[src/rtl/fgm_isqrt.sv]
module fgm_isqrt #(
   parameter int RT_W = 33
) (
   input  logic              clock,
   input  logic              reset,
   input  logic              start,
   input  logic [2*RT_W-1:0] radicand,
   output logic              done,
   output logic [RT_W-1:0]   root
);

   localparam int CNT_W = $clog2(RT_W + 1);

   logic              busy_ff, busy_in;
   logic              done_ff, done_in;
   logic [CNT_W-1:0]  cnt_ff, cnt_in;
   logic [2*RT_W-1:0] rad_ff, rad_in;
   logic [RT_W+1:0]   rem_ff, rem_in;
   logic [RT_W-1:0]   root_ff, root_in;
   logic [RT_W+1:0]   rem_sh;
   logic [RT_W+1:0]   trial;

   assign rem_sh = {rem_ff[RT_W-1:0], rad_ff[2*RT_W-1 -: 2]};
   assign trial  = {root_ff, 2'b01};

   always_comb begin
      busy_in = busy_ff;
      done_in = 1'b0;
      cnt_in  = cnt_ff;
      rad_in  = rad_ff;
      rem_in  = rem_ff;
      root_in = root_ff;
      if (start) begin
         busy_in = 1'b1;
         cnt_in  = CNT_W'(RT_W);
         rad_in  = radicand;
         rem_in  = '0;
         root_in = '0;
      end else if (busy_ff) begin
         // one root bit per cycle
         if (rem_sh >= trial) begin
            rem_in  = rem_sh - trial;
            root_in = {root_ff[RT_W-2:0], 1'b1};
         end else begin
            rem_in  = rem_sh;
            root_in = {root_ff[RT_W-2:0], 1'b0};
         end
         rad_in = rad_ff << 2;
         cnt_in = cnt_ff - 1'b1;
         if (cnt_ff == CNT_W'(1)) begin
            busy_in = 1'b0;
            done_in = 1'b1;
         end
      end
   end

   always_ff @(posedge clock) begin
      if (reset) begin
         busy_ff <= 1'b0;
         done_ff <= 1'b0;
         cnt_ff  <= '0;
      end else begin
         busy_ff <= busy_in;
         done_ff <= done_in;
         cnt_ff  <= cnt_in;
      end
   end

   always_ff @(posedge clock) begin
      rad_ff  <= rad_in;
      rem_ff  <= rem_in;
      root_ff <= root_in;
   end

   assign done = done_ff;
   assign root = root_ff;

endmodule

[config.mk]
export PLATFORM = sky130hd
export DESIGN_NAME = fgm_isqrt
export DESIGN_NICKNAME = d
export VERILOG_FILES = /design/src/rtl/fgm_isqrt.sv
export SDC_FILE = /design/constraint.sdc
export NUM_CORES = 1
export LEC_CHECK = 0
export ABC_AREA = 0
export BUFFER_PORTS_ARGS = -buffer_cell sky130_fd_sc_hd__buf_2
export CAP_MARGIN = 5
export CORE_MARGIN = 1.5
export CORE_UTILIZATION = 35
export CTS_CLUSTER_DIAMETER = 120
export DETAILED_ROUTE_END_ITERATION = 10
export PLACE_DENSITY_LB_ADDON = 0.25
export SYNTH_ARGS = -nofsm -noshare
export SYNTH_HDL_FRONTEND = slang
export SYNTH_SLANG_ARGS = --single-unit
[constraint.sdc]
create_clock -name clock -period 5.4 [get_ports clock]
set_input_delay 0 -clock clock [delete_from_list [all_inputs] [get_ports clock]]
set_output_delay 0 -clock clock [all_outputs]
set_load 0.02 [all_outputs]
==> key figures <==
Timing
  • Setup violators final: 0
  • Worst-Margin Slew: 1.05 ns
  • Slew HR: 0.299
  • Unrepaired setup endpoints after global routing: no
  • Hold Vio Cnt, Final: 0
  • Post-route setup TNS: 0 ns
  • Crit path time final: 3.44 ns
  • Slew Limit Fails: 0
  • Clock skew: 0.0161 ns
  • Final period util: 0.637
  • Fmax achieved: 291 MHz
  • Setup ws final: 1.96 ns

Floorplanning
  • FP Rows: 54
  • Die Ht: 152 um
  • Die X: 152 um
  • Initial Util: 0.357
  • DIE AREA: 23200 um^2
  • Number of placed I/O pins: 103
  • Core area: 21900 um^2

Yosys
  • Post-synthesis area per instance: 10.1 um^2
  • Area contributors post-synth: edfxtp_1 25%, dfxtp_1 19%, mux2_2 9.2%
  • Cell count after synthesis: 777
  • FFs w/ async S/R, synth: 0
  • Synth area leader: edfxtp_1
  • Post-Syn Area: 7810 um^2
  • Yosys warns: 0
  • Area share of the largest cell type after synthesis: 0.254
  • Synth unique cells: 60
  • Post-synth EDFFs: 66
  • Post-synth net total: 883
  • Most used DFF post-synth: dfxtp_1
  • Sequential area share after synthesis: 0.443
  • FF+latch count, synth: 140

CTS
  • CTS Hold Buffers Added: 68
  • Clk_lat worst skew: 0.43 ns
  • Post-cts sizing count: 0
  • Total CTS buffers: 17
  • CTS tree: yes
  • H-tree depth: 4
  • Clk root buf: clkbuf_16
  • CTS max path bufs: 2
  • Clock sinks: 140
  • Clock slew at reported path FFs: 0.06 ns
  • Post-CTS setup buffer count: 0

Global routing
  • Antenna violations before repair: 0
  • First-pass GRT wire length: 31000 um
  • Vias in the first global route: 6105
  • GRT Total Usage: 0.163
  • Pin count of the biggest net entering global routing: 74
  • GR Overflow Total: 0

Place
  • Detailed-placement wirelength estimate: 12000 um
  • I/O Buffers: 102
  • Pre-CTS setup slack: 1.93 ns
  • RD Place Congestion: 0.865
  • Placed instance area: 8510 um^2

Setup path
  • CP max stage delay: 0.89 ns
  • Setup slack, reg-to-reg: 1.96 ns
  • Setup CP Type: reg2reg
  • Worst path slowest cell: a211oi_4
  • Setup crit start kind: register
  • CP top delay family: compound AO/OA/AOI/OAI gates
  • Arr. time, crit path: 3.78 ns
  • Required time of the critical path: 5.74 ns
  • CP bufs+invs: 2
  • CP endpoint kind: register
  • Largest fanout on the critical path: 24
  • Worst-path cell chain: inv_1, ha_1, nand2_1, nor3_1, o31ai_1, a211oi_2, a211oi_4, buf_4, nand2_1, o311a_1, nor3_1

Layout
  • Final Net Count: 1033
  • Multi-input gate area: 3980 um^2
  • Most common cell after layout, fill and taps aside: buf_2
  • Util after Layout: 0.446
  • Synth-to-layout area growth: 25.1%
  • N_diodes: 0
  • Design area: 9770 um^2
  • Fill cells: 2157
  • Commonest cells after routing, fill and taps aside: 101 x buf_2, 90 x nor2_1, 73 x dfxtp_1
  • Reg area: 3470 um^2
  • Layout cells sized above 1: 0.240

Status
  • Outcome: finished clean

Power and ir drop
  • Pwr Density: 500 nW/um^2
  • Static Leakage: 3.93 nW
  • Overall power: 4.88 mW
  • Peak VDD IR: 307 uV

Route
  • Avg WL per Cell: 15.2 um
  • DRT Wirelength: 18600 um
  • Vias: 6093
  • DRC viols: 0
  • Vias per cell: 5.00
  • Drt pass-1 iters: 5
  • Post-route antenna net violation count: 0
  • Drt initial violations: 224

Flow run
  • Max cap viols: 0

Hold path
  • Worst min path class: in2reg
==> stage by stage <==
| stage | cells | hold WS [ns] |
|---|---|---|
| floorplan | 777 | 0.204 |
| global placement | 1120 | 0.284 |
| detailed placement | 1120 | 0.288 |
| CTS | 1219 | 0.370 |
| global route | 1219 | 0.397 |
| finish | 1219 | 0.387 |
==> tightest hold or removal path, cell delays in order <==
cell and delay (ns):
dlygate4sd3_1 0.52, buf_2 0.19, nor2_1 0.06
==> layout make-up <==
| class | count | share of cell area |
|---|---|---|
| clock inverter | 14 | 0.0159 |
| tap | 280 | 0.0358 |
| multi-input combinational | 549 | 0.407 |
| timing repair buffer | 175 | 0.126 |
| clock buffer | 17 | 0.0435 |
| inverter | 44 | 0.0169 |
| sequential | 140 | 0.355 |
==> flip-flops by register name, indices dropped and copies added, names as in the netlist <==
name,count
rem_ff,33
root,33
rad_ff,66
cnt_ff,6
busy_ff,1
done,1
==> final timing paths <==
check | start | endpoint | cells after the start
worst min register to register | cnt_ff[1]$_SDFFE_PP0P_ | cnt_ff[1]$_SDFFE_PP0P_ | 2
worst min-delay path | reset | busy_ff$_SDFF_PP0_ | 3
worst max register to register | root[19]$_SDFFE_PP0P_ | rem_ff[7]$_SDFFE_PP0P_ | 11
worst max-delay path | root[19]$_SDFFE_PP0P_ | rem_ff[7]$_SDFFE_PP0P_ | 11
==> metal layers <==
layer  share of wire  track usage  up-vias
met2            0.47        0.276      119
met5               0            0        -
li1                -            -     3115
met1            0.47        0.209     2844
met4          0.0092       0.0385        0
met3           0.049       0.0398       15
==> logic make-up after synthesis <==
| group | synth area share |
|---|---|
| AO/OA/AOI/OAI | 0.153 |
| XOR/XNOR | 0.0314 |
| adder cells (fa/ha/maj) | 0.0592 |
| buffers and inverters | 0.0485 |
| flip-flops | 0.443 |
| multiplexers | 0.136 |
| AND/OR/NAND/NOR | 0.129 |
==> synth_stat cells, types with 4 or more instances <==
library cell  instances
nor2_1               90
dfxtp_1              74
edfxtp_1             66
mux2_2               64
nand2_1              64
a21oi_1              45
inv_1                44
ha_1                 37
mux2i_1              34
clkbuf_1             26
o21ai_0              22
nor3_1               21
xnor2_1              19
a211oi_1             14
a311oi_2             13
nand3_1              13
o21a_1               11
xor2_1                9
a21o_1                8
o211ai_1              7
o22ai_1               7
and3_1                6
buf_1                 6
buf_4                 6
nand4_1               6
nand2b_1              5
o21bai_1              4
or3_1                 4
==> power breakdown <==
part / switching, mW / internal [mW] / total [mW]
clock network: 0.494 / 0.688 / 1.18
registers: 0.0937 / 1.26 / 1.35
logic: 1.42 / 0.932 / 2.35
total: 2.00 / 2.88 / 4.88
Note: power is estimated with default switching activity, not from simulation.
