[src/rtl/fgm_divider.sv]
module fgm_divider #(
   parameter int NUM_W = 45,
   parameter int DEN_W = 34
) (
   input  logic             clock,
   input  logic             reset,
   input  logic             start,
   input  logic [NUM_W-1:0] numer,
   input  logic [DEN_W-1:0] denom,
   output logic             done,
   output logic [NUM_W-1:0] quot
);

   localparam int CNT_W = $clog2(NUM_W + 1);

   logic             busy_ff, busy_in;
   logic             done_ff, done_in;
   logic [CNT_W-1:0] cnt_ff, cnt_in;
   logic [NUM_W-1:0] num_ff, num_in;
   logic [DEN_W-1:0] den_ff, den_in;
   logic [DEN_W:0]   rem_ff, rem_in;
   logic [DEN_W:0]   rem_sh;

   assign rem_sh = {rem_ff[DEN_W-1:0], num_ff[NUM_W-1]};

   always_comb begin
      busy_in = busy_ff;
      done_in = 1'b0;
      cnt_in  = cnt_ff;
      num_in  = num_ff;
      den_in  = den_ff;
      rem_in  = rem_ff;
      if (start) begin
         busy_in = 1'b1;
         cnt_in  = CNT_W'(NUM_W);
         num_in  = numer;
         den_in  = denom;
         rem_in  = '0;
      end else if (busy_ff) begin
         // restoring step, quotient shifts in where the numerator leaves
         if (rem_sh >= {1'b0, den_ff}) begin
            rem_in = rem_sh - {1'b0, den_ff};
            num_in = {num_ff[NUM_W-2:0], 1'b1};
         end else begin
            rem_in = rem_sh;
            num_in = {num_ff[NUM_W-2:0], 1'b0};
         end
         cnt_in = cnt_ff - 1'b1;
         if (cnt_ff == CNT_W'(1)) begin
            busy_in = 1'b0;
            done_in = 1'b1;
         end
      end
   end

   always_ff @(posedge clock) begin
      if (reset) begin
         busy_ff <= 1'b0;
         done_ff <= 1'b0;
         cnt_ff  <= '0;
      end else begin
         busy_ff <= busy_in;
         done_ff <= done_in;
         cnt_ff  <= cnt_in;
      end
   end

   always_ff @(posedge clock) begin
      num_ff <= num_in;
      den_ff <= den_in;
      rem_ff <= rem_in;
   end

   assign done = done_ff;
   assign quot = num_ff;

endmodule

[config.mk]
export PLATFORM = sky130hd
export DESIGN_NAME = fgm_divider
export DESIGN_NICKNAME = d
export VERILOG_FILES = /design/src/rtl/fgm_divider.sv
export SDC_FILE = /design/constraint.sdc
export NUM_CORES = 1
export LEC_CHECK = 0
export ABC_AREA = 1
export BUFFER_PORTS_ARGS = -buffer_cell sky130_fd_sc_hd__buf_4
export CAP_MARGIN = 40
export CELL_PAD_IN_SITES_DETAIL_PLACEMENT = 1
export CELL_PAD_IN_SITES_GLOBAL_PLACEMENT = 1
export CORE_UTILIZATION = 41
export DETAILED_ROUTE_END_ITERATION = 10
export PLACE_DENSITY_LB_ADDON = 0.1
export SLEW_MARGIN = 20
export SYNTH_ARGS = -nofsm -noshare
export SYNTH_HDL_FRONTEND = slang
export SYNTH_SLANG_ARGS = --single-unit
[constraint.sdc]
create_clock -name clock -period 3.29 [get_ports clock]
set_input_delay 0.1645 -clock clock [delete_from_list [all_inputs] [get_ports clock]]
set_output_delay 0.1645 -clock clock [all_outputs]
set_load 0.02 [all_outputs]
==> flow_summary.json, run 1 <==
{
  "synth_top_cell_area_share_pct": 30.7,
  "relSlewSlack_pct": 54.1,
  "drv_slew": 0,
  "antenna_cells": 0,
  "multi_input_area_mm2": 0.00367,
  "place_ws_ps": 720,
  "die_w_um": 139,
  "vias": 7378,
  "synth_edf_count": 79,
  "drt-pass1-iter-count": 8,
  "hold_path_depth": 3,
  "ir_drop_uv": 308,
  "clockRootBuffer": "clkbuf_16",
  "grt_overflow": 0,
  "finalNetCount": 1365,
  "die_h_um": 139,
  "netlist_area_mm2": 0.00772,
  "fin_crit_ps": 2590,
  "crit_type": "flip-flop to flip-flop",
  "leakagePower_nw": 5.14,
  "slowest_stage": "fa_1",
  "ys_seq_area_share_pct": 41.6,
  "yosysUniqueCellTypes": 41,
  "ant_nets": 0,
  "final.setup_skew_ps": 13.6,
  "rsz0062_at_grt": "false",
  "cp-end-kind": "flip-flop",
  "htree_levels": 4,
  "setup_viol": 0,
  "cp_max_fo": 3,
  "clk_pin_slew_ps": 60,
  "worstMarginPinSlew_ps": 689,
  "hold_violations": 0,
  "drtIter0Drc": 319,
  "viasPerCell": 4.96,
  "synth.largest_area_cell": "edfxtp_1",
  "insertion_delay_ps": 430,
  "syn_nets": 1192,
  "synth_flop_cell": "edfxtp_1",
  "drive_above_1_share_pct": 16.4,
  "fmax_mhz": 386,
  "dp_hpwl_um": 17100,
  "clock_path_buffers": 2,
  "dieArea_mm2": 0.0194,
  "r2r_cells": 17,
  "worstPathRequired_ps": 3660,
  "yosysMostFrequentCell": "nand2_1",
  "cts_tree": "yes",
  "cap_violations": 0,
  "grtUsageTotal_pct": 26.1,
  "critical_path_cell_count": 17,
  "drc_errors": 3,
  "numCtsBuffers": 17,
  "power_per_cell_area_mw_per_mm2": 441,
  "grt_pass1_wl_um": 39800,
  "cpLargestDelayFamily": "simple AND/OR/NAND/NOR gates",
  "portBuffers": 127,
  "routed_wl_um": 23800,
  "synth_top_cells_by_count": "nand2_1, inv_1, edfxtp_1, nand3_1, nor2_1",
  "setup_slack_ps": 698,
  "async_reset_ff_share_pct": 0,
  "violations": "DRC",
  "fin_tns_setup_ps": 0,
  "path_common_cell": "nand2_1",
  "cts_setup_buffers": 0,
  "arrival_ps": 2960,
  "antenna_found_initial": 0,
  "rows": 49,
  "seq_area_mm2": 0.00321,
  "status": "finished with violations",
  "whs_ps": 8.14,
  "layout-area-overhead-vs-synth_pct": 28.8,
  "place_inst": 1411,
  "syn-instance-count": 1073,
  "instances_no_fill": 1487,
  "crit_chain": "inv_1 > ha_1 > inv_1 > fa_1 > nand2_1 > nand3_1 > nand3_1 > nand2_1 > nand2_1 > nand2_1 > nand2_1 > nand2_1 > nand2_1 > nand2_1 > nand2_1 > nand3_1 > nand2_1",
  "ys_warn_count": 0,
  "fill_cells": 2334,
  "synth_area_per_cell_um2": 7.19,
  "wire_per_inst_um": 16.0,
  "initial_core_util_pct": 42.4,
  "critical_path_buf_inv_count": 2,
  "cts_resized": 0,
  "first_global_vias": 7887,
  "cpPeakStageDelay_ps": 440,
  "yosys-top-cells-area": "edfxtp_1, nand2_1, dfxtp_1",
  "start_kind": "flip-flop",
  "finalWeightedCongestion": 0.895,
  "ys_ff_latch": 121,
  "core_mm2": 0.0182,
  "grt_max_degree": 59,
  "io_pins": 128,
  "cts_sinks": 121,
  "final_util_pct": 54.6,
  "min_path_type": "primary input to flip-flop",
  "period_share_pct": 78.8,
  "cts_hold_buf": 45
}
through the flow:
step / area, um2 / total power [mW]
after floorplan: 7720 / 2.17
final: 9940 / 4.39
after detailed placement: 8910 / 2.46
after global routing: 9940 / 4.55
after global placement: 8880 / 2.44
after CTS: 9940 / 4.42
power by group:
| group | total, mW | switching [mW] | internal, mW |
|---|---|---|---|
| Sequential | 1.80 | 0.0546 | 1.74 |
| Combinational | 0.680 | 0.395 | 0.285 |
| Clock | 1.91 | 0.731 | 1.18 |
| Total | 4.39 | 1.18 | 3.21 |
layout make-up:
class                   instances  area share [%]
clock buffers                  18            4.32
repair buffers                179            15.0
well taps                     229            2.88
multi-input cells             742            37.0
clock inverters                13            1.56
flip-flops and latches        121            32.3
inverters                     185            6.99
worst reg2reg max path, cell delays in order, from the launching register on:
cell	delay, ps
edfxtp_1	390
inv_1	90
ha_1	250
inv_1	120
fa_1	440
nand2_1	100
nand3_1	120
nand3_1	120
nand2_1	120
nand2_1	80
nand2_1	160
nand2_1	140
nand2_1	70
nand2_1	70
nand2_1	50
nand2_1	50
nand3_1	100
nand2_1	90
kinds of logic (layout without fill, tap and decap cells):
family          Yosys count  after routing  synth area share, %
compound gates           61             61                 4.61
fa+ha+maj                37             37                 6.10
simple gates            625            625                 34.7
buf+inv                 210            395                 10.8
xor+xnor                 19             19                 2.16
flops                   121            121                 41.6
cell usage in the layout, fill, tap and decap left out, drive strengths merged:
cell type	n
a211oi	2
a21boi	1
a21o	1
a21oi	26
a31oi	1
buf	134
bufinv	3
clkbuf	18
clkinv	7
clkinvlp	3
dfxtp	42
dlygate4sd3	45
edfxtp	79
fa	1
ha	36
inv	185
nand2	452
nand3	75
nand3b	23
nand4	5
nor2	56
nor3	9
nor3b	1
nor4	3
o21ai	25
o21bai	3
o31ai	2
or2	1
xnor2	17
xor2	2
metal layers:
layer  track usage (%)  vias up  wire [um]
met5                 0        -          0
met4              7.25        0        191
met3              5.80       17       1280
met2              45.6      171      11800
met1              32.4     3487      10600
li1                  -     3703          -
registers in the layout, indices dropped and copies added, names as in the netlist:
register	count
quot	45
rem_ff	34
cnt_ff	6
den_ff	34
done	1
busy_ff	1
path summary, 6_finish.rpt:
| path | from | endpoint | slack [ps] |
|---|---|---|---|
| setup / recovery | quot[44] | rem_ff[28] | 700 |
| hold / removal | numer[38] | quot[38] | 8 |
| setup reg to reg | quot[44] | rem_ff[28] | 700 |
| hold reg to reg | rem_ff[21] | rem_ff[21] | 480 |
Note: power is estimated with default switching activity, not from simulation.
==> inputs of run 2 (changes only) <==
==> constraint.sdc (replaced) <==
create_clock -name clock -period 2.5 [get_ports clock]
set_input_delay 0.125 -clock clock [delete_from_list [all_inputs] [get_ports clock]]
set_output_delay 0.125 -clock clock [all_outputs]
set_load 0.02 [all_outputs]
==> run 2 against run 1 <==
The flow still finishes with violations (DRC). Total power increased by 36%. Cell count increased by 3.3%. Sequential power rose by 32%. Register-to-register slack got worse by 570 ps. Critical path depth decreased by 2. Combinational power up 44%. Maximum frequency up 9.5%. Clock skew up 2.2 ps. Non-clock buffer count up 47. Cell area up 5.2%.
==> flow_summary.json, run 2 (synthesis results as in run 1) <==
{
  "wl_met2_um": 13600,
  "relSlewSlack_pct": 54.0,
  "finalNetCount": 1413,
  "drc_errors": 3,
  "drt-pass1-iter-count": 8,
  "setup_viol": 0,
  "dieArea_mm2": 0.0194,
  "status": "finished with violations",
  "start_kind": "flip-flop",
  "insertion_delay_ps": 440,
  "cap_violations": 0,
  "multi_input_area_mm2": 0.00373,
  "viasPerCell": 5.11,
  "critPathLaunch": "den_ff[18]",
  "layout_commonest_cell": "nand2_1",
  "worstReg2RegStart": "den_ff[18]",
  "dp_hpwl_um": 17800,
  "rows": 49,
  "cp_max_fo": 16,
  "fin_tns_setup_ps": 0,
  "clk_pin_slew_ps": 60,
  "ant_nets": 0,
  "portBuffers": 127,
  "htree_levels": 4,
  "layout-area-overhead-vs-synth_pct": 35.6,
  "drv_slew": 0,
  "routed_wl_um": 27600,
  "grt_pass1_wl_um": 44000,
  "die_h_um": 139,
  "final.setup_skew_ps": 15.8,
  "arrival_ps": 2750,
  "power_mw": 5.99,
  "power_per_cell_area_mw_per_mm2": 572,
  "io_pins": 128,
  "clockRootBuffer": "clkbuf_16",
  "final_cell_mix": "nand2_1, inv_1, buf_4",
  "die_w_um": 139,
  "r2r_slack_ps": 130,
  "fin_crit_ps": 2370,
  "vias": 7848,
  "numCtsBuffers": 17,
  "drtIter0Drc": 414,
  "antenna_cells": 0,
  "finalWeightedCongestion": 0.918,
  "violations": "DRC",
  "cp-end-kind": "flip-flop",
  "initial_core_util_pct": 42.4,
  "core_mm2": 0.0182,
  "r2r_cells": 15,
  "grt_overflow": 0,
  "dpl-instance-area_mm2": 0.00898,
  "grtUsageTotal_pct": 29.6,
  "wl_met3_um": 1320,
  "period_share_pct": 94.7,
  "clock_path_buffers": 2,
  "hold_violations": 0,
  "drive_above_1_share_pct": 18.0,
  "cts_tree": "yes",
  "seq_area_mm2": 0.00321,
  "fmax_mhz": 422,
  "fill_cells": 2248,
  "reg2reg_to": "rem_ff[18]",
  "wire_per_inst_um": 18.0,
  "final_cell_area_mm2": 0.0105,
  "whs_ps": 32.9,
  "min_path_type": "primary input to flip-flop",
  "worstMarginPinSlew_ps": 689,
  "grt_max_degree": 61,
  "leakagePower_nw": 5.40,
  "antenna_found_initial": 0,
  "met1Wirelength_um": 12000,
  "top_layer": "met4",
  "worstPathRequired_ps": 2880,
  "first_global_vias": 8530,
  "crit_type": "flip-flop to flip-flop",
  "largest_reg_flops": 45,
  "crit_end": "rem_ff[18]",
  "cts_sinks": 121,
  "ir_drop_uv": 460,
  "rsz0062_at_grt": "true"
}
## run 2: cell types whose count changed in the layout (fill, tap and decap cells not counted), moves of 3 or more
cell,previous run,this run
dlygate4sd3_1,45,78
buf_4,132,145
nand2_1,442,437
clkinvlp_4,3,0
clkinv_1,3,0
nand2_2,7,12
inv_6,0,7
## run 2: worst min path at each step
stage,cells after the start,endpoint,startpoint
3_3_place_gp,1,den_ff[29],denom[29]
6_report,3,quot[29],numer[29]
5_1_grt,3,quot[29],numer[29]
4_1_cts,3,quot[29],numer[29]
3_5_place_dp,1,den_ff[12],denom[12]
2_1_floorplan,1,busy_ff,reset
## run 2: power by group
part | switching, mW | internal [mW] | leakage (nW)
registers | 0.0833 | 2.29 | 1.13
logic | 0.564 | 0.414 | 3.96
clock network | 1.08 | 1.55 | 0.300
total | 1.73 | 4.26 | 5.40
## run 2: layer usage
metal / GRT usage [%] / up-vias
li1: - / 3792
met1: 35.6 / 3761
met2: 52.0 / 232
met3: 5.52 / 63
met4: 11.6 / 0
met5: 0 / -
## run 2: cell type report
| class | instances | share of cell area (%) |
|---|---|---|
| sequential | 121 | 30.7 |
| timing repair buffer | 226 | 18.4 |
| inverter | 185 | 6.64 |
| multi-input combinational | 743 | 35.6 |
| clock inverter | 13 | 1.50 |
| tap | 229 | 2.74 |
| clock buffer | 19 | 4.33 |
## run 2: critical path, stage by stage, from the launching register on
cell	delay [ps]
edfxtp_1	380
inv_1	110
ha_1	310
nand2_1	110
nand2_1	80
inv_1	60
nand2_1	70
inv_1	70
nand2_1	110
a21oi_4	190
nand2_4	90
nand2_8	180
nand2_4	200
nand2_1	150
nand3_1	100
nand2_1	90
## run 2: timing repair
item,in CTS,in global routing
buffers inserted,0,4
hold endpoints to repair,78,0
hold buffers,78,0
resized for setup,0,12
endpoints found under the setup margin,0,34
## run 2: through the flow
step,setup WS (ps),cells,utilization [%]
floorplan,285,1073,-
global placement,162,1421,49.3
detailed placement,60.4,1421,49.3
CTS,44.9,1531,57.0
global route,-20.6,1536,57.4
finish,133,1536,57.4
==> inputs of run 3 (changes only) <==
--- a/config.mk
+++ b/config.mk
@@ -12,7 +12,8 @@
 export CELL_PAD_IN_SITES_GLOBAL_PLACEMENT = 1
 export CORE_UTILIZATION = 41
 export DETAILED_ROUTE_END_ITERATION = 10
-export PLACE_DENSITY_LB_ADDON = 0.1
+export PLACE_DENSITY = 0.91
+export SETUP_SLACK_MARGIN = 0.05
 export SLEW_MARGIN = 20
 export SYNTH_ARGS = -nofsm -noshare
 export SYNTH_HDL_FRONTEND = slang
==> run 3 against run 2 <==
Critical path depth up 2. Cell count up 0.46%. Highest routed layer unchanged. Setup slack worse by 160 ps. Die area unchanged. Via count up 8.2%. Sequential share of layout area down 0.44 points. Global-route usage up 3.6 points. Sequential cell count unchanged. The run ends with setup timing left. Hold slack better by 3.0 ps. Largest cell class unchanged. Core utilization up 0.84 points. Maximum frequency down 6.4%. Total power up 3.2%.
==> flow_summary.json, run 3 (synthesis results as in run 1) <==
{
  "status": "finished with violations",
  "violations": "setup timing",
  "routed_wl_um": 33600,
  "drive_above_1_share_pct": 20.4,
  "finalNetCount": 1420,
  "seq_area_mm2": 0.00321,
  "grt_pass1_wl_um": 48500,
  "setup_viol": 1,
  "antenna_found_initial": 0,
  "cpPeakStageDelay_ps": 420,
  "grt_overflow": 0,
  "cap_violations": 0,
  "viasPerCell": 5.50,
  "arrival_ps": 2920,
  "multi_input_area_mm2": 0.00384,
  "hold_violations": 0,
  "drt-pass1-iter-count": 7,
  "final_util_pct": 58.3,
  "dp_hpwl_um": 18600,
  "drtIter0Drc": 684,
  "final_cell_area_mm2": 0.0106,
  "ant_nets": 0,
  "first_global_vias": 8919,
  "cp-end-kind": "flip-flop",
  "grtUsageTotal_pct": 33.1,
  "leakagePower_nw": 5.47,
  "die_h_um": 139,
  "wire_per_inst_um": 21.8,
  "grt_max_degree": 46,
  "insertion_delay_ps": 460,
  "crit_chain": "inv_2 > ha_4 > inv_1 > fa_2 > nand2_1 > nand3_2 > nand3_2 > nand2_2 > nand2_2 > nand2_2 > nand2_2 > nand2_1 > nand2_1 > nand2_1 > nand2_1 > nand3_1 > nand2_1",
  "cts_tree": "yes",
  "initial_core_util_pct": 42.4,
  "power_mw": 6.18,
  "relSlewSlack_pct": 62.1,
  "slowest_stage": "fa_2",
  "layout_commonest_cell": "nand2_1",
  "fmax_mhz": 395,
  "rows": 49,
  "fin_tns_setup_ps": -29.2,
  "cp_max_fo": 3,
  "portBuffers": 127,
  "io_pins": 128,
  "clockRootBuffer": "clkbuf_16",
  "min_path_type": "primary input to flip-flop",
  "vias": 8493,
  "clk_pin_slew_ps": 90,
  "dpl-instance-area_mm2": 0.00897,
  "drc_errors": 0,
  "htree_levels": 4,
  "period_share_pct": 101,
  "drv_slew": 0,
  "dieArea_mm2": 0.0194,
  "worstPathRequired_ps": 2890,
  "fin_crit_ps": 2530,
  "die_w_um": 139,
  "ir_drop_uv": 496,
  "finalWeightedCongestion": 0.908,
  "start_kind": "flip-flop",
  "fill_cells": 2251,
  "final_cell_mix": "nand2_1, inv_1, buf_4",
  "critical_path_buf_inv_count": 2,
  "layout-area-overhead-vs-synth_pct": 37.5,
  "cpLargestDelayFamily": "simple AND/OR/NAND/NOR gates",
  "cts_sinks": 121,
  "final.setup_skew_ps": 22.4,
  "core_mm2": 0.0182,
  "worstMarginPinSlew_ps": 563,
  "numCtsBuffers": 17,
  "antenna_cells": 0,
  "crit_type": "flip-flop to flip-flop",
  "path_common_cell": "nand2_1",
  "power_per_cell_area_mw_per_mm2": 582,
  "setup_slack_ps": -29.2,
  "largest_reg_flops": 45,
  "clock_path_buffers": 2
}
run 3: through the flow:
step | cells | hold slack [ps] | worst slack [ps]
4_1_cts | 1526 | 4.20 | 51.6
3_3_place_gp | 1420 | 302 | -14.3
5_1_grt | 1543 | 36.8 | -139
2_1_floorplan | 1073 | 203 | 285
6_report | 1543 | 35.9 | -29.2
3_5_place_dp | 1420 | 305 | -64.7
run 3: report_power, final:
part / internal (mW) / leakage (nW) / total, mW / switching [mW]
sequential: 2.29 / 1.13 / 2.39 / 0.0996
combinational: 0.433 / 4.04 / 1.07 / 0.636
clock: 1.51 / 0.299 / 2.72 / 1.21
total: 4.24 / 5.47 / 6.18 / 1.94
run 3: tightest hold or removal path: cells and delay by family:
| family | cells | cell delay [ps] |
|---|---|---|
| buffers and inverters | 1 | 90 |
| AND/OR/NAND/NOR | 2 | 180 |
run 3: final timing paths:
check                to       start  cells after the start  slack (ps)
min            quot[20]   numer[20]                      3          40
min reg2reg  rem_ff[23]  rem_ff[23]                      2         490
max reg2reg  rem_ff[32]    quot[44]                     17         -30
max          rem_ff[32]    quot[44]                     17         -30
run 3: layout make-up:
type / count / share of cell area [%]
Inverter: 185 / 6.54
Multi-Input combinational cell: 745 / 36.2
Clock inverter: 15 / 1.69
Clock buffer: 17 / 4.01
Timing Repair Buffer: 231 / 18.6
Sequential cell: 121 / 30.3
Tap cell: 229 / 2.70
run 3: repair_timing:
action / 4_1_cts / 5_1_grt
setup endpoints to repair: 11 / 34
hold buffers: 74 / 0
cloned: 0 / 3
gates resized for setup: 8 / 32
pin swaps: 0 / 6
setup buffers: 0 / 14
endpoints found under the hold margin: 74 / 0
run 3: layer usage:
metal  routed length [um]  track usage [%]  vias to the layer above
met1                12600             36.9                     4109
met4                 1920             20.2                        0
met5                    0                0                        -
met2                16600             58.1                      437
met3                 2490             6.80                      128
li1                     -                -                     3819
