File: src/rtl/fgm_ram.sv
module fgm_ram #(
   parameter int DEPTH = 2,
   parameter int AW    = 1,
   parameter int DW    = 16
) (
   input  logic          clock,
   input  logic          wr_en,
   input  logic [AW-1:0] wr_addr,
   input  logic [DW-1:0] wr_data,
   input  logic          rd_en,
   input  logic [AW-1:0] rd_addr,
   output logic [DW-1:0] rd_data
);

   logic [DW-1:0] mem_ff [DEPTH];
   logic [DW-1:0] rd_data_ff;

   always_ff @(posedge clock) begin
      if (wr_en) begin
         mem_ff[wr_addr] <= wr_data;
      end
      if (rd_en) begin
         rd_data_ff <= mem_ff[rd_addr];
      end
   end

   assign rd_data = rd_data_ff;

endmodule

File: config.mk
export PLATFORM = sky130hd
export DESIGN_NAME = fgm_ram
export DESIGN_NICKNAME = d
export VERILOG_FILES = /design/src/rtl/fgm_ram.sv
export SDC_FILE = /design/constraint.sdc
export NUM_CORES = 1
export LEC_CHECK = 0
export ABC_AREA = 0
export BUFFER_PORTS_ARGS = -buffer_cell sky130_fd_sc_hd__buf_2
export CORE_ASPECT_RATIO = 2
export CORE_MARGIN = 3
export CORE_UTILIZATION = 56
export DETAILED_ROUTE_END_ITERATION = 12
export PLACE_DENSITY = 0.82
export SLEW_MARGIN = 20
export SYNTH_ARGS = -nofsm -noshare
export SYNTH_HDL_FRONTEND = slang
export SYNTH_SLANG_ARGS = --single-unit
File: constraint.sdc
create_clock -name clock -period 3.3 [get_ports clock]
set_input_delay 0.66 -clock clock [delete_from_list [all_inputs] [get_ports clock]]
set_output_delay 0.66 -clock clock [all_outputs]
set_load 0.05 [all_outputs]
==> reports/results.tsv, run 1 <==
stage	metric	value	unit
floorplan	Die Outline Area	3780	µm²
logic_synthesis	portion of the post-synthesis area used by sequential elements	84.6	%
setup_path	maximum net fanout on the critical path	1	
logic_synthesis	Synth Area per Inst	25.0	µm²
logic_synthesis	top cells by instance count after synthesis	sky130_fd_sc_hd__edfxtp_1, sky130_fd_sc_hd__mux2_4, sky130_fd_sc_hd__mux2_2	
logic_synthesis	top flip-flop cell by instance count after synthesis	sky130_fd_sc_hd__edfxtp_1	
logic_synthesis	library cell with the largest summed area after synthesis	sky130_fd_sc_hd__edfxtp_1	
global_routing	total gr overflow	0	
detailed_routing	drt via density	5.26	
outcome	status	completed	
detailed_routing	total via count after detailed routing	737	
placement	placer congestion estimate	0.699	
logic_synthesis	dominant combinational cell family by area after synthesis	multiplexers	
sta	aggregate negative setup slack	0	ns
sta	slew margin rel.	53.3	%
logic_synthesis	Yosys Warn Count	0	
logic_synthesis	Syn Std Cell Area	1700	µm²
logic_synthesis	fraction of synthesis flops using an asynchronous set or reset pin	0	%
floorplan	Die W	45.0	µm
cts	clock sink count	48	
global_routing	Overall Global Routing Usage	13.9	%
sta	worst hold slack after final layout	0.546	ns
detailed_routing	post-detailed-routing wire length	2230	µm
logic_synthesis	XOR/XNOR Fraction of Synth Area	0	%
sta	RSZ-0062 raised after global routing	false	
global_routing	vias in the first global route	788	
setup_path	Largest stage delay, worst path	0.34	ns
global_routing	maximum number of pins on one net before global-route repair	17	
min_path	Hold Crit Class	reg2reg	
setup_path	worst path arrival time	0.90	ns
final_layout	Final nets	131	
detailed_routing	Remaining DRCs	0	
logic_synthesis	adder and majority gate portion of the synthesized area	0	%
global_routing	antenna violations before repair	0	
setup_path	Critical Setup Path Class	reg2out	
setup_path	worst path cell trace	buf_2	
floorplan	# IOs	37	
global_routing	global-route wire length before repair	3530	µm
logic_synthesis	nets in the synthesized netlist	89	
final_layout	fraction of layout instances using a drive strength above 1	54.1	%
final_layout	area added between synthesis and finish	17.6	%
pwr	Design Power	1250	µW
cts	buffer levels on the longest clock path	2	
detailed_routing	number of DRC markers after the initial detailed-route iteration	17	
floorplan	standard-cell row count	27	
sta	Worst-Margin Slew	0.700	ns
setup_path	largest delay contributor family on the critical path	flip-flops	
cts	number of hold buffers added after CTS	0	
logic_synthesis	number of library cell types mapped by synthesis	7	
logic_synthesis	Post-Syn Instances	68	
cts	Setup Fix Bufs, Post-CTS	0	
pwr	static power due to leakage	0.000769	µW
logic_synthesis	number of synthesized flops with an enable pin	48	
job	max-cap viol count	0	
final_layout	diode insertion count for antenna repair	0	
cts	clock network latency to the later pin of the worst-skew pair	0.29	ns
detailed_routing	final routed wire length divided by cell count	15.9	µm
cts	count of instances resized after the clock tree is built	0	
setup_path	crit end category	output pin	
sta	final-report max-slew violation count	0	
floorplan	initial cell density of the core	60.0	%
setup_path	slowest CP cell	sky130_fd_sc_hd__edfxtp_1	
placement	number of port buffers	36	
sta	upper clock frequency limit	0.639	GHz
logic_synthesis	leading cell type by number of instances after synthesis	sky130_fd_sc_hd__edfxtp_1	
sta	clock skew	0.00484	ns
pwr	peak supply drop	398	µV
setup_path	critical path buffer and inverter count	1	
logic_synthesis	portion of synthesized cell area occupied by the leading cell type	84.6	%
sta	Final Hold Vio Count	0	
logic_synthesis	Compound-Gate Fraction of Synth Area	0	%
cts	total clock buffers created by CTS	5	
cts	register clock-pin slew on the reported worst setup and hold paths	0.08	ns
detailed_routing	met1 wire length	733	µm
detailed_routing	routed wire length on met3	144	µm
placement	count of placed standard cells including taps	132	
logic_synthesis	Seq cells post-synth	48	
detailed_routing	count of nets left with antenna violations after detail routing	0	
logic_synthesis	share of synthesized area spent on multiplexers	12.8	%
final_layout	number of non-filler instances in the completed layout	140	
cts	TritonCTS clock tree	built	
cts	H-tree levels	2	
sta	Final Critical Period	1.56	ns
logic_synthesis	area share of and/or/nand/nor cells after synthesis	0.735	%
floorplan	core footprint	2840	µm²
cts	cell at the root of the clock tree	sky130_fd_sc_hd__clkbuf_8	
floorplan	die boundary height	84.0	µm
detailed_routing	DR top layer	met4	
setup_path	kind of start point of the critical path	flip-flop	
sta	final critical-path share of the clock period	47.4	%
detailed_routing	first-pass iteration count of the detailed router	4	
detailed_routing	detailed route wirelength on metal2	1280	µm
pwr	Power per Cell Area	623	nW/µm²
logic_synthesis	largest cells by area after synthesis	sky130_fd_sc_hd__edfxtp_1, sky130_fd_sc_hd__mux2_4, sky130_fd_sc_hd__mux2_2, sky130_fd_sc_hd__buf_12, sky130_fd_sc_hd__buf_6	
sta	final count of negative-setup-slack endpoints	0	
setup_path	Worst EP required	2.64	ns
[registers in the layout, summed over array words and instances (netlist names)]
signal   cells
rd_data     16
mem_ff      32
[routing by layer]
metal | vias up | track usage (%)
met4 | 0 | 10.4
met3 | 7 | 4.97
li1 | 350 | -
met5 | - | 0
met2 | 30 | 23.3
met1 | 350 | 12.5
[stage by stage]
step                instance area (µm²)  setup slack (ns)  util, %
CTS                                2000              1.71     70.6
global placement                   1900              1.60     66.8
global route                       2000              1.70     70.6
floorplan                          1700              1.49        -
detailed placement                 1900              1.57     66.8
finish                             2000              1.74     70.6
[cell usage in the layout (no fill, tap or decap)]
| cell type | instances |
|---|---|
| sky130_fd_sc_hd__nor2b_1 | 1 |
| sky130_fd_sc_hd__buf_2 | 36 |
| sky130_fd_sc_hd__clkinv_2 | 1 |
| sky130_fd_sc_hd__edfxtp_1 | 48 |
| sky130_fd_sc_hd__mux2_2 | 6 |
| sky130_fd_sc_hd__mux2_4 | 10 |
| sky130_fd_sc_hd__clkbuf_8 | 5 |
| sky130_fd_sc_hd__bufinv_16 | 1 |
| sky130_fd_sc_hd__buf_4 | 1 |
| sky130_fd_sc_hd__clkbuf_1 | 1 |
| sky130_fd_sc_hd__and2_1 | 1 |
[report_power, final]
part	switching [µW]	internal, µW
Combinational	81.6	41.2
Clock	172	225
Sequential	9.60	720
[cell families (layout without fill, tap and decap cells)]
kind of cell	count (synthesis)	after routing
flops	48	48
mux	16	16
buf+inv	2	45
simple gates	2	2
[final cells by class]
class | instances | area, µm²
Multi-Input combinational cell | 18 | 230
Timing Repair Buffer | 37 | 188
Fill cell | 195 | 835
Sequential cell | 48 | 1440
Clock inverter | 2 | 35.0
Tap cell | 29 | 36.3
Clock buffer | 6 | 72.6
[worst paths after layout]
check                      from           to  slack, ns  cells past startpoint
setup / recovery     rd_data[2]   rd_data[2]       1.74                      1
hold / removal    mem_ff[1][12]  rd_data[12]       0.55                      1
setup reg to reg   mem_ff[0][9]   rd_data[9]       2.39                      1
hold reg to reg   mem_ff[1][12]  rd_data[12]       0.55                      1
No activity file was read; power rests on OpenSTA's default activity.
==> run 2: changes to the inputs <==
CORE_UTILIZATION = 52   (was 56)
PLACE_DENSITY = 0.77   (was 0.82)
clock period = 1.6 ns   (was 3.3 ns; I/O delays follow)
==> reports/results.tsv, run 2 (same netlist as run 1, synthesis figures left out) <==
stage	metric	value	unit	change
outcome	status	completed		
placement	number of port buffers	36		unchanged
global_routing	vias in the first global route	782		-0.76%
floorplan	# IOs	37		unchanged
detailed_routing	detailed route wirelength on metal2	1190	µm	-6.7%
setup_path	number of cell instances on the worst register-to-register path	1		unchanged
setup_path	worst path arrival time	0.88	ns	-0.02 ns
job	max-cap viol count	0		unchanged
sta	final critical-path share of the clock period	74.9	%	
cts	clock sink count	48		unchanged
floorplan	standard-cell row count	28		+3.7%
floorplan	initial cell density of the core	55.9	%	-4.1 points
cts	count of instances resized after the clock tree is built	0		unchanged
final_layout	number of filler cells placed in the layout	213		+9.2%
detailed_routing	routed wire length on met3	147	µm	+2.1%
floorplan	die boundary height	86.9	µm	+3.5%
detailed_routing	met1 wire length	749	µm	+2.2%
detailed_routing	count of nets left with antenna violations after detail routing	0		unchanged
floorplan	Die W	46.5	µm	+3.3%
min_path	end of the worst hold path	mem_ff[1][15]		
setup_path	largest delay contributor family on the critical path	flip-flops		
sta	aggregate negative setup slack	0	ns	unchanged
final_layout	footprint of the multi-input gates	230	µm²	unchanged
cts	TritonCTS clock tree	built		
min_path	worst hold path startpoint	wr_data[15]		
setup_path	Worst EP required	1.28	ns	-1.36 ns
final_layout	Final nets	132		+0.76%
setup_path	Largest stage delay, worst path	0.37	ns	+0.03 ns
min_path	count of cells along the worst hold path	1		unchanged
cts	cell at the root of the clock tree	sky130_fd_sc_hd__clkbuf_8		
final_layout	area added between synthesis and finish	18.1	%	
pwr	static power due to leakage	0.000774	µW	+0.67%
setup_path	kind of start point of the critical path	flip-flop		
setup_path	critical path buffer and inverter count	1		unchanged
final_layout	post-route design area	2010	µm²	+0.44%
setup_path	r2r endpoint	rd_data[8]		
setup_path	worst path cell trace	buf_2		
global_routing	antenna violations before repair	0		unchanged
cts	buffer levels on the longest clock path	2		unchanged
setup_path	Reg2Reg Setup Slack	0.71	ns	-1.68 ns
sta	Final Critical Period	1.20	ns	
detailed_routing	first-pass iteration count of the detailed router	4		unchanged
cts	Setup Fix Bufs, Post-CTS	0		unchanged
cts	total clock buffers created by CTS	5		unchanged
global_routing	Overall Global Routing Usage	12.7	%	-1.2 points
final_layout	register cell area after layout	1440	µm²	unchanged
setup_path	slowest CP cell	sky130_fd_sc_hd__edfxtp_1		
cts	clock network latency to the later pin of the worst-skew pair	0.29	ns	about the same
sta	final count of negative-setup-slack endpoints	0		unchanged
cts	register clock-pin slew on the reported worst setup and hold paths	0.08	ns	about the same
detailed_routing	post-detailed-routing wire length	2130	µm	-4.5%
detailed_routing	total via count after detailed routing	748		+1.5%
detailed_routing	number of DRC markers after the initial detailed-route iteration	7		-10
placement	worst setup timing slack at the placement stage	0.239	ns	-1.33 ns
setup_path	Critical Setup Path Class	reg2out		
final_layout	most frequent standard cell in the layout excluding fill and tap cells	sky130_fd_sc_hd__edfxtp_1		
floorplan	core footprint	3050	µm²	+7.4%
floorplan	Die Outline Area	4040	µm²	+6.9%
detailed_routing	drt via density	5.27		about the same
final_layout	fraction of layout instances using a drive strength above 1	54.5	%	+0.41 points
final_layout	most used cells in the layout excluding fill and tap cells	sky130_fd_sc_hd__edfxtp_1, sky130_fd_sc_hd__buf_2, sky130_fd_sc_hd__mux2_4, sky130_fd_sc_hd__mux2_2, sky130_fd_sc_hd__clkbuf_8		
cts	H-tree levels	2		unchanged
placement	placer congestion estimate	0.632		-9.6%
placement	total cell area at the placement stage	1900	µm²	+0.46%
pwr	peak supply drop	1010	µV	+150%
sta	RSZ-0062 raised after global routing	false		
final_layout	diode insertion count for antenna repair	0		unchanged
final_layout	register with the most flip-flops	mem_ff		
detailed_routing	Remaining DRCs	0		unchanged
global_routing	global-route wire length before repair	3440	µm	-2.7%
sta	clock skew	0.00403	ns	-0.000806 ns
setup_path	r2r startpoint	mem_ff[0][8]		
setup_path	crit end category	output pin		
final_layout	number of flip-flops in the largest register	32		unchanged
detailed_routing	final routed wire length divided by cell count	15.0	µm	-5.8%
cts	number of hold buffers added after CTS	0		unchanged
pwr	Power per Cell Area	1280	nW/µm²	+100%
global_routing	maximum number of pins on one net before global-route repair	17		unchanged
sta	Worst-Margin Slew	0.462	ns	-0.238 ns
global_routing	total gr overflow	0		unchanged
min_path	Hold Crit Class	in2reg		
detailed_routing	DR top layer	met4		
sta	min setup slack post-route	0.401	ns	-1.33 ns
sta	upper clock frequency limit	0.834	GHz	
sta	Final Hold Vio Count	0		unchanged
setup_path	maximum net fanout on the critical path	1		unchanged
sta	final-report max-slew violation count	0		unchanged
sta	slew margin rel.	69.2	%	+16 points
run 2: cell types whose count changed in the layout (fill, tap and decap cells not counted):
| cell | delta |
|---|---|
| sky130_fd_sc_hd__buf_4 | +1 |
run 2: worst max-delay path by stage:
| stage | startpoint | to | slack [ns] | cells after the start |
|---|---|---|---|---|
| 3_3_place_gp | rd_addr | rd_data[2] | 0.26 | 2 |
| 4_1_cts | rd_data[14] | rd_data[14] | 0.37 | 1 |
| 2_1_floorplan | wr_en | mem_ff[0][0] | 0.13 | 1 |
| 6_report | rd_data[14] | rd_data[14] | 0.40 | 1 |
| 5_1_grt | rd_data[6] | rd_data[6] | 0.36 | 1 |
| 3_5_place_dp | rd_addr | rd_data[14] | 0.24 | 2 |
run 2: area by class of cell:
type	count	share of cell area (%)
flip-flops and latches	48	71.6
multi-input cells	18	11.4
repair buffers	38	9.70
clock buffers	6	3.61
well taps	30	1.87
clock inverters	2	1.74
run 2: routing by layer:
layer	global-route usage, %	vias to the layer above
met3	4.35	5
met4	7.77	0
li1	-	352
met2	21.6	32
met5	0	-
met1	12.3	359
run 2: report_power, final:
| part | switching (µW) | internal [µW] |
|---|---|---|
| Sequential | 18.8 | 1480 |
| Combinational | 168 | 86.5 |
| Clock | 347 | 463 |
run 2: stage by stage:
stage          util, %  total power, µW  cells  hold WS (ns)
6_report          66.0             2570    142         0.215
5_1_grt           66.0             2670    142         0.202
4_1_cts           66.0             2600    142         0.202
3_5_place_dp      62.5             1790    134         0.512
3_3_place_gp      62.5             1780    134         0.508
2_1_floorplan        -             1720     68         0.419
==> run 3: changes to the inputs <==
CORE_UTILIZATION = 47   (was 52)
PLACE_DENSITY = 0.73   (was 0.77)
clock period = 1.1 ns   (was 1.6 ns; I/O delays follow)
==> reports/results.tsv, run 3 (same netlist as run 1, synthesis figures left out) <==
stage	metric	value	unit	change
final_layout	Final nets	134		+1.5%
detailed_routing	count of nets left with antenna violations after detail routing	0		unchanged
final_layout	number of non-filler instances in the completed layout	162		+14%
global_routing	global-route wire length before repair	3760	µm	+9.4%
setup_path	maximum net fanout on the critical path	1		unchanged
setup_path	Largest stage delay, worst path	0.40	ns	+0.03 ns
detailed_routing	first-pass iteration count of the detailed router	4		unchanged
outcome	status	completed		
min_path	worst hold path startpoint	wr_data[10]		
global_routing	antenna violations before repair	0		unchanged
setup_path	Worst EP required	0.88	ns	-0.40 ns
floorplan	# IOs	37		unchanged
setup_path	critical path buffer and inverter count	1		unchanged
setup_path	crit end category	output pin		
placement	DP Wirelength	1640	µm	
cts	cell at the root of the clock tree	sky130_fd_sc_hd__clkbuf_8		
final_layout	fraction of layout instances using a drive strength above 1	56.1	%	+1.7 points
global_routing	vias in the first global route	826		+5.6%
placement	worst setup timing slack at the placement stage	-0.00836	ns	-0.248 ns
detailed_routing	Remaining DRCs	0		unchanged
final_layout	number of flip-flops in the largest register	32		unchanged
pwr	clock group share of total power	31.0	%	-0.6 points
placement	placer congestion estimate	0.643		+1.9%
detailed_routing	number of DRC markers after the initial detailed-route iteration	15		+8
floorplan	initial cell density of the core	49.3	%	-6.6 points
pwr	peak supply drop	1560	µV	+53%
pwr	Power Internal	3030	µW	+49%
sta	upper clock frequency limit	0.921	GHz	
sta	worst hold slack after final layout	0.115	ns	-0.100 ns
placement	count of placed standard cells including taps	154		+15%
cts	TritonCTS clock tree	built		
min_path	Hold Crit Class	in2reg		
job	max-cap viol count	0		unchanged
sta	final-report max-slew violation count	0		unchanged
setup_path	number of cell instances on the worst register-to-register path	1		unchanged
pwr	switching part of the total	21.0	%	+0.24 points
cts	total clock buffers created by CTS	5		unchanged
floorplan	Die W	48.6	µm	+4.5%
sta	min setup slack post-route	0.0144	ns	-0.387 ns
final_layout	area added between synthesis and finish	29.3	%	
sta	Worst-Margin Slew	0.364	ns	-0.0977 ns
placement	total cell area at the placement stage	1990	µm²	+4.7%
sta	final critical-path share of the clock period	98.7	%	
min_path	count of cells along the worst hold path	1		unchanged
cts	H-tree levels	2		unchanged
detailed_routing	post-detailed-routing wire length	2350	µm	+11%
final_layout	post-route design area	2200	µm²	+9.5%
global_routing	maximum number of pins on one net before global-route repair	17		unchanged
setup_path	r2r startpoint	mem_ff[0][3]		
sta	Final Critical Period	1.09	ns	
final_layout	most frequent standard cell in the layout excluding fill and tap cells	sky130_fd_sc_hd__edfxtp_1		
pwr	sequential group share of total power	57.2	%	-1.3 points
setup_path	worst path cell trace	buf_6		
pwr	proportion of power drawn by combinational gates	11.7	%	+1.8 points
cts	register clock-pin slew on the reported worst setup and hold paths	0.08	ns	about the same
placement	number of port buffers	36		unchanged
global_routing	total gr overflow	0		unchanged
floorplan	standard-cell row count	30		+7.1%
final_layout	diode insertion count for antenna repair	0		unchanged
detailed_routing	drt via density	4.69		-11%
setup_path	worst path arrival time	0.87	ns	about the same
sta	Final Hold Vio Count	0		unchanged
setup_path	Critical Setup Path Class	reg2out		
global_routing	Overall Global Routing Usage	11.7	%	-1.1 points
sta	clock skew	0.0107	ns	+0.00664 ns
floorplan	core footprint	3450	µm²	+13%
setup_path	r2r endpoint	rd_data[3]		
cts	buffer levels on the longest clock path	2		unchanged
sta	slew margin rel.	75.7	%	+6.5 points
floorplan	die boundary height	91.1	µm	+4.8%
final_layout	most used cells in the layout excluding fill and tap cells	sky130_fd_sc_hd__edfxtp_1, sky130_fd_sc_hd__buf_2, sky130_fd_sc_hd__buf_6, sky130_fd_sc_hd__mux2_4, sky130_fd_sc_hd__mux2_2		
detailed_routing	final routed wire length divided by cell count	14.5	µm	-3.1%
sta	RSZ-0062 raised after global routing	true		
setup_path	Reg2Reg Setup Slack	0.22	ns	-0.49 ns
floorplan	Die Outline Area	4430	µm²	+9.6%
setup_path	largest delay contributor family on the critical path	flip-flops		
cts	Setup Fix Bufs, Post-CTS	0		unchanged
pwr	Psw	808	µW	+51%
setup_path	kind of start point of the critical path	flip-flop		
setup_path	slowest CP cell	sky130_fd_sc_hd__edfxtp_1		
pwr	static power due to leakage	0.000835	µW	+7.9%
min_path	end of the worst hold path	mem_ff[0][10]		
final_layout	register with the most flip-flops	mem_ff		
cts	clock sink count	48		unchanged
detailed_routing	total via count after detailed routing	759		+1.5%
sta	final count of negative-setup-slack endpoints	0		unchanged
cts	clock network latency to the later pin of the worst-skew pair	0.29	ns	about the same
pwr	Power per Cell Area	1740	nW/µm²	+37%
pwr	Design Power	3840	µW	+50%
run 3: cell types whose count changed in the layout (fill, tap and decap cells not counted), sizes merged:
cell,before,now
buf,38,40
run 3: routing by layer:
metal / wire length [µm] / part of all wire, % / up-vias / global-route usage (%)
met4: 58 / 2.5 / 0 / 6.41
met5: 0 / 0 / - / 0
met2: 1340 / 57 / 28 / 20.6
met3: 126 / 5.4 / 6 / 4.11
li1: - / - / 359 / -
met1: 829 / 35 / 366 / 11.6
run 3: what timing repair did:
item	in CTS	in global routing
hold endpoints to repair	0	0
pin swaps	0	0
hold buffers	0	0
endpoints found under the setup margin	10	16
gates resized for setup	13	25
run 3: final cells by class:
cell class	count	area [µm²]
repair buffers	40	360
flip-flops and latches	48	1440
clock inverters	2	35.0
fillers	273	1250
well taps	48	60.1
multi-input cells	18	233
clock buffers	6	72.6
run 3: worst max-delay path by stage:
stage | cells past startpoint | from | to
2_1_floorplan | 1 | wr_en | mem_ff[0][0]
3_3_place_gp | 3 | rd_addr | rd_data[6]
3_5_place_dp | 3 | rd_addr | rd_data[4]
4_1_cts | 1 | rd_data[6] | rd_data[6]
5_1_grt | 1 | rd_data[6] | rd_data[6]
6_report | 1 | rd_data[6] | rd_data[6]
run 3: metrics by stage:
| step | TNS [ns] | utilization, % |
|---|---|---|
| 6_report | 0 | 63.8 |
| 2_1_floorplan | 0 | - |
| 3_3_place_gp | 0 | 57.8 |
| 5_1_grt | -0.256 | 63.8 |
| 3_5_place_dp | -0.0165 | 57.8 |
| 4_1_cts | -0.00803 | 61.9 |
run 3: power by group through the flow:
stage / sequential (µW) / clock, µW / combinational, µW
after CTS: 2190 / 1230 / 426
after global routing: 2210 / 1330 / 474
after floorplan: 2380 / 0 / 115
after detailed placement: 2230 / 0 / 406
final: 2200 / 1190 / 451
after global placement: 2220 / 0 / 392
